==> config.mk <==
export PLATFORM = sky130hd
export DESIGN_NAME = multi_channel_event_barrier_flat
export DESIGN_NICKNAME = d
export VERILOG_FILES = /design/src/hw/rtl/mceb_pkg.sv /design/src/hw/rtl/mceb_req_if.sv /design/src/hw/rtl/mceb_rsp_if.sv /design/src/hw/rtl/multi_channel_event_barrier.sv /design/src/flat_wrapper.sv
export SDC_FILE = /design/constraint.sdc
export NUM_CORES = 1
export LEC_CHECK = 0
export BUFFER_PORTS_ARGS = -buffer_cell sky130_fd_sc_hd__clkbuf_2
export CAP_MARGIN = 25
export CORE_MARGIN = 2
export CORE_UTILIZATION = 55
export CTS_CLUSTER_DIAMETER = 80
export DETAILED_ROUTE_END_ITERATION = 8
export PLACE_DENSITY = 0.72
export SYNTH_ARGS = -nofsm -noshare
export SYNTH_HDL_FRONTEND = slang
export SYNTH_SLANG_ARGS = --single-unit
export TNS_END_PERCENT = 30
==> constraint.sdc <==
create_clock -name clock -period 10.2 [get_ports clock]
set_input_delay 1.02 -clock clock [delete_from_list [all_inputs] [get_ports clock]]
set_output_delay 1.02 -clock clock [all_outputs]
set_load 0.005 [all_outputs]
==> src/hw/rtl/mceb_pkg.sv <==
// mceb_pkg: shared constants and types for the multi-channel event barrier
// no dependencies; used by the channel interfaces and the top level
`default_nettype none

package mceb_pkg;

   localparam int CHANNELS_DEFAULT = 8;
   localparam int CHANNEL_MAX      = 64;

   localparam int KIND_W    = 2;
   localparam int CHANNEL_W = 6;
   localparam int COUNT_W   = 16;

   localparam logic [COUNT_W-1:0] COUNT_MAX   = '1;
   localparam logic [COUNT_W-1:0] LIMIT_RESET = COUNT_W'(1);

   // request kinds, code 3 means nothing and is dropped
   typedef enum logic [KIND_W-1:0] {
      REQ_EVENT = 2'd0,
      REQ_LIMIT = 2'd1,
      REQ_COUNT = 2'd2
   } req_kind_type;

endpackage

`default_nettype wire

==> src/hw/rtl/mceb_req_if.sv <==
// mceb_req_if: request channel (valid/ready) carrying one barrier transaction
// depends on mceb_pkg for field widths
`default_nettype none

interface mceb_req_if;
   logic                           valid;
   logic                           ready;
   logic [mceb_pkg::KIND_W-1:0]    req_type;
   logic [mceb_pkg::CHANNEL_W-1:0] channel;
   logic [mceb_pkg::COUNT_W-1:0]   value;

   modport source (output valid, output req_type, output channel, output value,
                   input ready);
   modport sink   (input valid, input req_type, input channel, input value,
                   output ready);
endinterface

`default_nettype wire

==> src/hw/rtl/mceb_rsp_if.sv <==
// mceb_rsp_if: response channel (valid/ready) carrying one reported count
// depends on mceb_pkg for field widths
`default_nettype none

interface mceb_rsp_if;
   logic                           valid;
   logic                           ready;
   logic [mceb_pkg::CHANNEL_W-1:0] channel_res;
   logic [mceb_pkg::COUNT_W-1:0]   count;
   logic                           fire;
   logic                           last;

   modport source (output valid, output channel_res, output count, output fire,
                   output last, input ready);
   modport sink   (input valid, input channel_res, input count, input fire,
                   input last, output ready);
endinterface

`default_nettype wire

==> src/hw/rtl/multi_channel_event_barrier.sv <==
// Event barrier over CHANNELS channels, each with a 16-bit count, a 16-bit
// limit and a satisfied flag (count >= limit). A request is processed in the
// cycle it is accepted and its response sits in a single output register, so
// a new request is taken every cycle while that register drains or is free.
// A count write updates state but gives no response. When an event or limit
// write satisfies the last unsatisfied channel the barrier fires: all counts
// clear at once and CHANNELS zero-count responses follow from the highest
// channel down, one per cycle from the output register while the receiver
// takes them; fire and last mark the one for channel 0. During that burst
// the request side is held off. Requests for a channel at or above CHANNELS,
// or of the unused kind, are accepted and dropped. Depends on mceb_pkg,
// mceb_req_if and mceb_rsp_if.
`default_nettype none

module multi_channel_event_barrier #(
   parameter int CHANNELS = mceb_pkg::CHANNELS_DEFAULT
) (
   input  wire logic       clock,
   input  wire logic       reset,
   mceb_req_if.sink        req,
   mceb_rsp_if.source      rsp
);

   localparam int IDX_W = (CHANNELS > 1) ? $clog2(CHANNELS) : 1;
   localparam int TOT_W = $clog2(CHANNELS + 1);
   localparam int CW    = mceb_pkg::CHANNEL_W;
   localparam int VW    = mceb_pkg::COUNT_W;

   localparam logic [IDX_W-1:0] IDX_TOP   = IDX_W'(CHANNELS - 1);
   localparam logic [TOT_W-1:0] TOT_OTHER = TOT_W'(CHANNELS - 1);
   localparam logic [TOT_W-1:0] TOT_ALL   = TOT_W'(CHANNELS);
   localparam logic [CW:0]      CH_LIMIT  = (CW + 1)'(CHANNELS);

   // channel state
   logic [VW-1:0]    counts_ff [CHANNELS];
   logic [VW-1:0]    counts_in [CHANNELS];
   logic [VW-1:0]    limits_ff [CHANNELS];
   logic [VW-1:0]    limits_in [CHANNELS];
   logic [CHANNELS-1:0] sat_ff;
   logic [CHANNELS-1:0] sat_in;
   logic [TOT_W-1:0] total_ff;
   logic [TOT_W-1:0] total_in;

   // output register and firing burst
   logic             rsp_valid_ff, rsp_valid_in;
   logic [CW-1:0]    rsp_channel_ff, rsp_channel_in;
   logic [VW-1:0]    rsp_count_ff, rsp_count_in;
   logic             rsp_fire_ff, rsp_fire_in;
   logic [IDX_W-1:0] burst_ff, burst_in;
   logic [IDX_W-1:0] burst_next;

   // marks responses that belong to a firing burst
   logic             burst_resp_ff, burst_resp_in;

   mceb_pkg::req_kind_type kind;
   logic             slot_free;
   logic             accept;
   logic             in_range;
   logic             kind_ok;
   logic [IDX_W-1:0] idx;
   logic [VW-1:0]    cur_count, cur_limit, new_count, new_limit;
   logic             cur_sat, now_sat, rose, fell;
   logic             others_done;
   logic             do_fire, emit;

   assign kind      = mceb_pkg::req_kind_type'(req.req_type);
   assign slot_free = !rsp_valid_ff || rsp.ready;
   assign req.ready = (burst_ff == '0) && slot_free;
   assign accept    = req.valid && req.ready;
   assign in_range  = {1'b0, req.channel} < CH_LIMIT;
   assign idx       = req.channel[IDX_W-1:0];
   assign cur_count = counts_ff[idx];
   assign cur_limit = limits_ff[idx];
   assign cur_sat   = sat_ff[idx];
   assign others_done = total_ff >= TOT_OTHER;
   assign burst_next  = burst_ff - IDX_W'(1);

   always_comb begin
      new_count = cur_count;
      new_limit = cur_limit;
      kind_ok   = 1'b1;
      unique case (kind)
         mceb_pkg::REQ_EVENT: begin
            if (cur_count != mceb_pkg::COUNT_MAX) new_count = cur_count + VW'(1);
         end
         mceb_pkg::REQ_LIMIT: new_limit = req.value;
         mceb_pkg::REQ_COUNT: new_count = req.value;
         default:             kind_ok   = 1'b0;
      endcase
   end

   assign now_sat = new_count >= new_limit;
   assign rose    = now_sat && !cur_sat;
   assign fell    = !now_sat && cur_sat;
   assign do_fire = accept && in_range && kind_ok && (kind != mceb_pkg::REQ_COUNT)
                    && rose && others_done;
   assign emit    = accept && in_range && kind_ok && (kind != mceb_pkg::REQ_COUNT)
                    && !do_fire;

   // state update
   always_comb begin
      counts_in = counts_ff;
      limits_in = limits_ff;
      sat_in    = sat_ff;
      total_in  = total_ff;
      if (accept && in_range && kind_ok) begin
         limits_in[idx] = new_limit;
         if (do_fire) begin
            for (int i = 0; i < CHANNELS; i++) begin
               counts_in[i] = '0;
               sat_in[i]    = (limits_in[i] == '0);
            end
            total_in = TOT_W'($countones(sat_in));
         end else begin
            counts_in[idx] = new_count;
            sat_in[idx]    = now_sat;
            if (rose) total_in = total_ff + TOT_W'(1);
            else if (fell) total_in = total_ff - TOT_W'(1);
         end
      end
   end

   // output register
   always_comb begin
      rsp_valid_in   = rsp_valid_ff;
      rsp_channel_in = rsp_channel_ff;
      rsp_count_in   = rsp_count_ff;
      rsp_fire_in    = rsp_fire_ff;
      burst_in       = burst_ff;
      priority if (do_fire) begin
         rsp_valid_in   = 1'b1;
         rsp_channel_in = CW'(IDX_TOP);
         rsp_count_in   = '0;
         rsp_fire_in    = 1'b0;
         burst_in       = IDX_TOP;
      end else if (emit) begin
         rsp_valid_in   = 1'b1;
         rsp_channel_in = req.channel;
         rsp_count_in   = new_count;
         rsp_fire_in    = 1'b0;
      end else if (burst_ff != '0 && slot_free) begin
         rsp_valid_in   = 1'b1;
         rsp_channel_in = CW'(burst_next);
         rsp_count_in   = '0;
         rsp_fire_in    = (burst_next == '0);
         burst_in       = burst_next;
      end else if (rsp.ready) begin
         rsp_valid_in   = 1'b0;
      end
   end

   always_ff @(posedge clock) begin
      if (reset) begin
         for (int i = 0; i < CHANNELS; i++) begin
            counts_ff[i] <= '0;
            limits_ff[i] <= mceb_pkg::LIMIT_RESET;
         end
         sat_ff       <= '0;
         total_ff     <= '0;
         rsp_valid_ff <= 1'b0;
         burst_ff     <= '0;
      end else begin
         counts_ff    <= counts_in;
         limits_ff    <= limits_in;
         sat_ff       <= sat_in;
         total_ff     <= total_in;
         rsp_valid_ff <= rsp_valid_in;
         burst_ff     <= burst_in;
      end
   end

   // payload, no reset needed
   always_ff @(posedge clock) begin
      rsp_channel_ff <= rsp_channel_in;
      rsp_count_ff   <= rsp_count_in;
      rsp_fire_ff    <= rsp_fire_in;
   end

   always_comb begin
      burst_resp_in = burst_resp_ff;
      if (do_fire) burst_resp_in = 1'b1;
      else if (emit) burst_resp_in = 1'b0;
   end

   always_ff @(posedge clock) begin
      if (reset) burst_resp_ff <= 1'b0;
      else       burst_resp_ff <= burst_resp_in;
   end

   // fire only ever rides on the final burst response, so it doubles as last
   // there; ordinary responses are always last
   assign rsp.valid       = rsp_valid_ff;
   assign rsp.channel_res = rsp_channel_ff;
   assign rsp.count       = rsp_count_ff;
   assign rsp.fire        = rsp_fire_ff;
   assign rsp.last        = rsp_fire_ff || !burst_resp_ff;

   // no transaction is taken while a firing burst is still draining
   assert property (@(posedge clock) disable iff (reset)
      (burst_ff != '0) |-> !(req.valid && req.ready))
      else $error("request accepted during firing burst");

   // fire appears only on the channel 0 response, which also ends the transaction
   assert property (@(posedge clock) disable iff (reset)
      (rsp.valid && rsp.fire) |-> (rsp.channel_res == '0 && rsp.last && rsp.count == '0))
      else $error("fire on a response other than the final one");

   // satisfied total tracks the flags
   assert property (@(posedge clock) disable iff (reset)
      total_ff == TOT_W'($countones(sat_ff)) && total_ff <= TOT_ALL)
      else $error("satisfied total out of step with flags");

endmodule

`default_nettype wire

==> src/flat_wrapper.sv <==
// flat-port wrapper written by rule: the top's interface ports become plain ports
module multi_channel_event_barrier_flat 
#(
   parameter int CHANNELS = mceb_pkg::CHANNELS_DEFAULT
)
  (clock, reset, req_valid, req_req_type, req_channel, req_value, req_ready, rsp_valid, rsp_channel_res, rsp_count, rsp_fire, rsp_last, rsp_ready);
  mceb_req_if req_i ();
  mceb_rsp_if rsp_i ();
  input  wire logic clock;
  input  wire logic reset;
  input wire logic [$bits(req_i.valid)-1:0] req_valid;
  input wire logic [$bits(req_i.req_type)-1:0] req_req_type;
  input wire logic [$bits(req_i.channel)-1:0] req_channel;
  input wire logic [$bits(req_i.value)-1:0] req_value;
  output wire logic [$bits(req_i.ready)-1:0] req_ready;
  output wire logic [$bits(rsp_i.valid)-1:0] rsp_valid;
  output wire logic [$bits(rsp_i.channel_res)-1:0] rsp_channel_res;
  output wire logic [$bits(rsp_i.count)-1:0] rsp_count;
  output wire logic [$bits(rsp_i.fire)-1:0] rsp_fire;
  output wire logic [$bits(rsp_i.last)-1:0] rsp_last;
  input wire logic [$bits(rsp_i.ready)-1:0] rsp_ready;
  assign req_i.valid = req_valid;
  assign req_i.req_type = req_req_type;
  assign req_i.channel = req_channel;
  assign req_i.value = req_value;
  assign req_ready = req_i.ready;
  assign rsp_valid = rsp_i.valid;
  assign rsp_channel_res = rsp_i.channel_res;
  assign rsp_count = rsp_i.count;
  assign rsp_fire = rsp_i.fire;
  assign rsp_last = rsp_i.last;
  assign rsp_i.ready = rsp_ready;
  multi_channel_event_barrier #(.CHANNELS(CHANNELS)) u_core (.clock(clock), .reset(reset), .req(req_i), .rsp(rsp_i));
endmodule
==> impl_metrics.csv, run 1 <==
group,metric,value,unit
run_status,status,"finished, final reports clean",
yosys,yosysSeqAreaShare,40.6,%
worst_setup_path,path_max_fanout,52,
cts,post_cts_resized,0,
power,power.leakage,5.92,nW
cells_and_area,final_cell_mix,"296 x dfxtp_1, 265 x nand2_1, 233 x nor2_1",
power,power.switching,0.685,mW
worst_setup_path,startpoint_type,"input pin",
worst_setup_path,worstPathRequired,10.67,ns
sta,rsz0062_at_grt,"false",
cells_and_area,num_antenna_cells,0,
cells_and_area,area_delta_synth_final,10.3,%
place,port_buffers,53,
floorplan,die_x,167,um
floorplan,die_h,167,um
detailed_routing,wl_per_cell,24.7,um
cells_and_area,final_common_cell,"dfxtp_1",
cts,clk_latency,0.56,ns
cts,htreeDepth,1,
cts,cts_tree,"done",
sta,worstMarginPinSlew,1.13,ns
sta,fin_skew,0.00715,ns
detailed_routing,via_per_inst,6.68,
detailed_routing,wl_met1,21200,um
detailed_routing,drt-initial-drc-count,2061,
floorplan,rows,59,
yosys,synth-edff-count,0,
cts,cts_made_buffers,31,
floorplan,start_util,56.0,%
worst_setup_path,arrival,8.99,ns
cells_and_area,fin_nets,1787,
place,dp.cells,2026,
cts,clk_path_buf_depth,3,
worst_setup_path,critPathCaptureType,"flop",
cts,clock-sinks,296,
floorplan,num_io_pins,54,
detailed_routing,routed-wl-met3,6180,um
cts,cts_hold_buffers,0,
power,p_per_area,166,nW/um2
detailed_routing,wl_met2,21900,um
power,clkPwrFrac,44.6,%
yosys,synth_flop_cell,"dfxtp_1",
sta,max_slew_margin,23.4,%
cells_and_area,drive_above_1_share,13.1,%
place,dpl_worst_slack,1.33,ns
yosys,syn_inst,1741,
power,p_sw_share,25.6,%
flow_run,drv_cap,0,
detailed_routing,detail-route-antenna-nets,0,
power,vdd_drop_max,213,uV
cts,root_buffer,"clkbuf_16",
sta,slew_viol_final,0,
detailed_routing,highest_layer,"met4",
detailed_routing,vias,13900,
sta,final_hold_viol_count,0,
sta,setup_viol,0,
sta,setup_tns,0,ns
global_routing,grt_pass1_vias,13000,
cts,post_cts_buffers,0,
floorplan,dieArea,27900,um2
cts,clk_pin_slew_worst_paths,0.06,ns
yosys,synth_area,14600,um2
cells_and_area,final_cells,2081,
power,p_seq_share,44.2,%
global_routing,global_route.usage.total,36.2,%
power,comb_power_share,11.1,%
yosys,synth.distinct_cells,84,
yosys,async_reset_ff_share,0,%
global_routing,grt-ovfl-total,0,
sta,max_freq,117,MHz
sta,hold_slack,0.453,ns
detailed_routing,drc,0,
floorplan,coreArea,26100,um2
sta,worst_slack,1.68,ns
power,intPower,1.99,mW
yosys,ys.warnings.count,0,
global_routing,antenna_found_initial,0,
global_routing,grt_pass1_wl,78700,um
global_routing,grt_max_degree,95,
yosys,synth.avg_cell_area,8.38,um2
yosys,synth-seq-cells,296,
worst_setup_path,critical_path_class,"in2reg",
place,hpwlAfterDp,34200,um
sta,period_share,83.6,%
sta,fin_crit,8.52,ns
detailed_routing,drt_wl_total,51500,um
detailed_routing,drt_pre_antenna_iters,8,
yosys,synthesis.nets,1802,
place,finalWeightedCongestion,0.975,
min_path,min_path_type,"reg2reg",
==> state kept, by name (all words and copies together), names as in the netlist <==
register	flops
u_core.counts_ff	128
u_core.sat_ff	8
u_core.rsp.count	16
u_core.limits_ff	128
u_core.rsp.fire	1
u_core.burst_ff	3
u_core.burst_resp_ff	1
u_core.rsp.channel_res	6
u_core.total_ff	4
u_core.rsp.valid	1
==> worst max-delay path: stages <==
cell and delay (ns):
buf_4 0.59, nor2b_1 0.81, a221oi_1 0.19, o21ai_0 0.52, ha_1 0.33, nor3b_1 0.71, nand3_1 0.35, a211o_1 0.37
nand3_1 0.47, inv_1 0.10, ha_1 0.31, o21ai_0 0.17, o211ai_1 0.12, a211o_1 0.49, nand3b_1 0.63, and2_1 0.93
o2111ai_1 0.52, o21ai_0 0.31
==> final timing paths <==
kind                             start              endpoint  slack, ns  cells past startpoint
setup / recovery        req_channel[1]  u_core.counts_ff[59]       1.68                     18
hold reg to reg   u_core.rsp.count[15]  u_core.rsp.count[15]       0.45                      2
setup reg to reg  u_core.counts_ff[80]  u_core.counts_ff[59]       3.22                     17
hold / removal    u_core.rsp.count[15]  u_core.rsp.count[15]       0.45                      2
==> cell usage after synthesis (7+ instances only) <==
master,n,share of area [%]
mux4_2,25,3.9
nand3_1,39,1.3
mux2_2,31,2.4
o22ai_1,38,1.6
a21oi_1,172,5.9
o32ai_1,12,0.72
a31oi_1,12,0.51
a211oi_1,55,2.8
a221oi_1,15,0.90
o22a_1,8,0.48
nor2b_1,7,0.30
buf_2,17,0.58
and3_1,10,0.43
o211ai_1,13,0.67
mux2i_1,32,2.2
clkbuf_1,102,2.6
inv_1,40,1.0
nor2_1,239,6.1
dfxtp_1,296,41
nor4_1,32,1.4
o21ai_0,64,2.2
mux4_1,9,1.6
nand2b_1,9,0.39
ha_1,28,2.4
a22oi_1,15,0.77
nand4_1,10,0.43
nand2_1,266,6.8
and2_1,9,0.39
or2_2,8,0.34
==> routing by layer <==
layer | global-route usage [%] | vias to the layer above
met5 | 0 | -
met4 | 12.7 | 0
met3 | 7.98 | 161
met2 | 54.8 | 938
met1 | 51.1 | 6581
li1 | - | 6225
==> kinds of logic after synthesis <==
family,after synthesis,synth area share (%)
muxes,103,10.6
AOI/OAI and AO/OA,471,20.8
DFF,296,40.6
and+or+nand+nor,656,19.5
xor gates and xnor gates,9,0.540
buffers and inverters,173,4.85
adders and majority gates,33,3.09
==> stage by stage <==
stage	cell area (um2)	util [%]	total power, mW
floorplan	14600	-	1.40
global placement	15000	57.6	1.49
detailed placement	15000	57.6	1.50
CTS	16100	61.6	2.67
global route	16100	61.8	2.76
finish	16100	61.8	2.68
==> power groups by stage <==
stage	Sequential (mW)	Combinational [mW]	Clock, mW
after global routing	1.19	0.322	1.25
after floorplan	1.21	0.190	0
after CTS	1.18	0.289	1.20
final	1.18	0.298	1.20
after detailed placement	1.21	0.287	0
after global placement	1.21	0.284	0
==> cell type report <==
type	instances	area [um2]
Fill cell	2266	9960
Multi-Input combinational cell	1272	8010
Sequential cell	296	5930
Clock buffer	43	891
Timing Repair Buffer	83	515
Tap cell	335	419
Clock inverter	10	175
Inverter	42	158
No activity file was read; power rests on OpenSTA's default activity.
==> inputs of run 2 (changes only) <==
==> constraint.sdc (replaced) <==
create_clock -name clock -period 8 [get_ports clock]
set_input_delay 0.8 -clock clock [delete_from_list [all_inputs] [get_ports clock]]
set_output_delay 0.8 -clock clock [all_outputs]
set_load 0.005 [all_outputs]
==> run 2 against run 1 <==
Effect of this change: die area did not move; sequential cell count did not move; global-route usage fell by 0.48 points; clock-buffer cell count fell by 8; routed wire length fell by 0.83%; worst hold slack got worse by 0.0032 ns; largest cell class unchanged; largest power group is now registers.
==> impl_metrics.csv, run 2 (synthesis gave the netlist of run 1 again) <==
group,metric,value,unit
run_status,status,"finished, final reports clean",
sta,period_share,84.2,%
floorplan,die_h,167,um
global_routing,grt_pass1_wl,78100,um
worst_setup_path,crit_buf_inv,4,
worst_setup_path,path_common_cell,"buf_4",
min_path,hp-start,"u_core.rsp.count[0]",
place,hpwlAfterDp,35200,um
cells_and_area,multiInputGateArea,7990,um2
worst_setup_path,arrival,7.17,ns
cells_and_area,fill_cells,2282,
floorplan,rows,59,
cells_and_area,final_cells,2110,
worst_setup_path,critPathSlowestCell,"o32ai_2",
worst_setup_path,startpoint,"req_channel[0]",
worst_setup_path,worstPathRequired,8.44,ns
place,dp.cells,2052,
global_routing,grt-ovfl-total,0,
floorplan,die_x,167,um
worst_setup_path,critPathCaptureType,"flop",
worst_setup_path,path_cells,"clkbuf_2 > buf_4 > nor2b_1 > a222oi_1 > o21ai_1 > nand4bb_1 > or3_1 > o32ai_2 > nor2_1 > ha_1 > o2111ai_1 > a2111oi_0 > a211o_1 > nand3b_1 > buf_4 > nand2_4 > buf_4 > o32ai_1",
place,finalWeightedCongestion,1.00,
cells_and_area,drive_above_1_share,14.8,%
global_routing,antenna_found_initial,0,
cells_and_area,fin_nets,1812,
power,comb_power_share,11.3,%
worst_setup_path,path_max_fanout,43,
cells_and_area,ff_latch_area,5930,um2
cts,clk_path_buf_depth,3,
place,port_buffers,53,
cells_and_area,final_area,16300,um2
sta,max_slew_margin,30.0,%
detailed_routing,detail-route-antenna-nets,0,
power,p_per_area,209,nW/um2
detailed_routing,via_per_inst,6.63,
cells_and_area,final_common_cell,"dfxtp_1",
cts,cts_hold_buffers,0,
cts,clock-sinks,296,
detailed_routing,drt_wl_total,51100,um
power,power.switching,0.913,mW
detailed_routing,drc,0,
global_routing,grt_pass1_vias,13000,
cts,htreeDepth,1,
cells_and_area,num_antenna_cells,0,
min_path,min_path_type,"reg2reg",
detailed_routing,wl_per_cell,24.2,um
flow_run,drv_cap,0,
sta,setup_viol,0,
floorplan,dieArea,27900,um2
sta,worstMarginPinSlew,1.05,ns
worst_setup_path,startpoint_type,"input pin",
cts,clk_pin_slew_worst_paths,0.06,ns
detailed_routing,drt_pre_antenna_iters,8,
sta,fin_crit,6.74,ns
sta,max_freq,148,MHz
detailed_routing,vias,14000,
cells_and_area,area_delta_synth_final,11.5,%
cells_and_area,final_cell_mix,"296 x dfxtp_1, 265 x nand2_1, 233 x nor2_1",
power,vdd_drop_max,275,uV
power,p_sw_share,26.8,%
power,intPower,2.49,mW
cts,cts_tree,"done",
floorplan,start_util,56.0,%
sta,worst_slack,1.26,ns
sta,fin_skew,0.0173,ns
power,power.leakage,6.04,nW
sta,rsz0062_at_grt,"false",
worst_setup_path,critPathTopFamily,"compound AO/OA/AOI/OAI gates",
cts,cts_made_buffers,31,
cts,post_cts_resized,0,
global_routing,global_route.usage.total,35.7,%
power,p_seq_share,44.3,%
floorplan,coreArea,26100,um2
sta,slew_viol_final,0,
detailed_routing,drt-initial-drc-count,2005,
sta,setup_tns,0,ns
cts,root_buffer,"clkbuf_16",
cts,post_cts_buffers,0,
worst_setup_path,critical_path_class,"in2reg",
worst_setup_path,rr_startpoint,"u_core.counts_ff[80]",
global_routing,grt_max_degree,105,
cts,clk_latency,0.60,ns
place,postPlaceCellArea,15200,um2
place,dpl_worst_slack,0.863,ns
cells_and_area,fin_util,62.5,%
floorplan,num_io_pins,54,
worst_setup_path,max_stage_delay,0.72,ns
sta,final_hold_viol_count,0,
power,clkPwrFrac,44.4,%
[run 2: cell count changes in the layout (fill, tap and decap cells not counted), sizes merged]
| cell | delta |
|---|---|
| clkinvlp | +3 |
| inv | +2 |
| buf | +25 |
| clkinv | +8 |
| bufinv | -1 |
| clkbuf | -8 |
[run 2: path summary, 6_finish.rpt]
path | slack, ns | to | cells past startpoint
worst max-delay path | 1.26 | u_core.counts_ff[77] | 18
worst min-delay path | 0.45 | u_core.rsp.count[0] | 2
worst max register to register | 1.95 | u_core.counts_ff[77] | 18
worst min register to register | 0.45 | u_core.rsp.count[0] | 2
[run 2: routing by layer]
metal | global-route usage (%) | routed length, um | up-vias
met2 | 52.5 | 21600 | 911
met3 | 11.2 | 6710 | 150
met5 | 0 | 0 | -
met4 | 13.6 | 2050 | 0
li1 | - | - | 6269
met1 | 49.1 | 20700 | 6652
[run 2: cell type report]
type	count	area share, %
tap	335	2.58
clock buffer	35	5.04
clock inverter	22	1.55
sequential	296	36.4
multi-input combinational	1272	49.1
timing repair buffer	108	4.36
inverter	42	0.969
[run 2: power groups by stage]
stage	registers (mW)	clock network, mW	logic [mW]
detailed placement	1.54	0	0.372
finish	1.51	1.51	0.385
global placement	1.54	0	0.360
CTS	1.51	1.52	0.375
global route	1.51	1.58	0.416
floorplan	1.54	0	0.242
[run 2: tightest hold or removal path: cells and delay by family (launching register included)]
kind               cells  cell delay, ns
AOI/OAI and AO/OA      1            0.05
DFF                    1            0.32
and+or+nand+nor        1            0.04
[run 2: metrics by stage]
step / total power [mW] / hold slack, ns
after global placement: 1.90 / 0.436
after CTS: 3.40 / 0.455
after detailed placement: 1.91 / 0.441
final: 3.41 / 0.450
after global routing: 3.51 / 0.480
after floorplan: 1.78 / 0.433
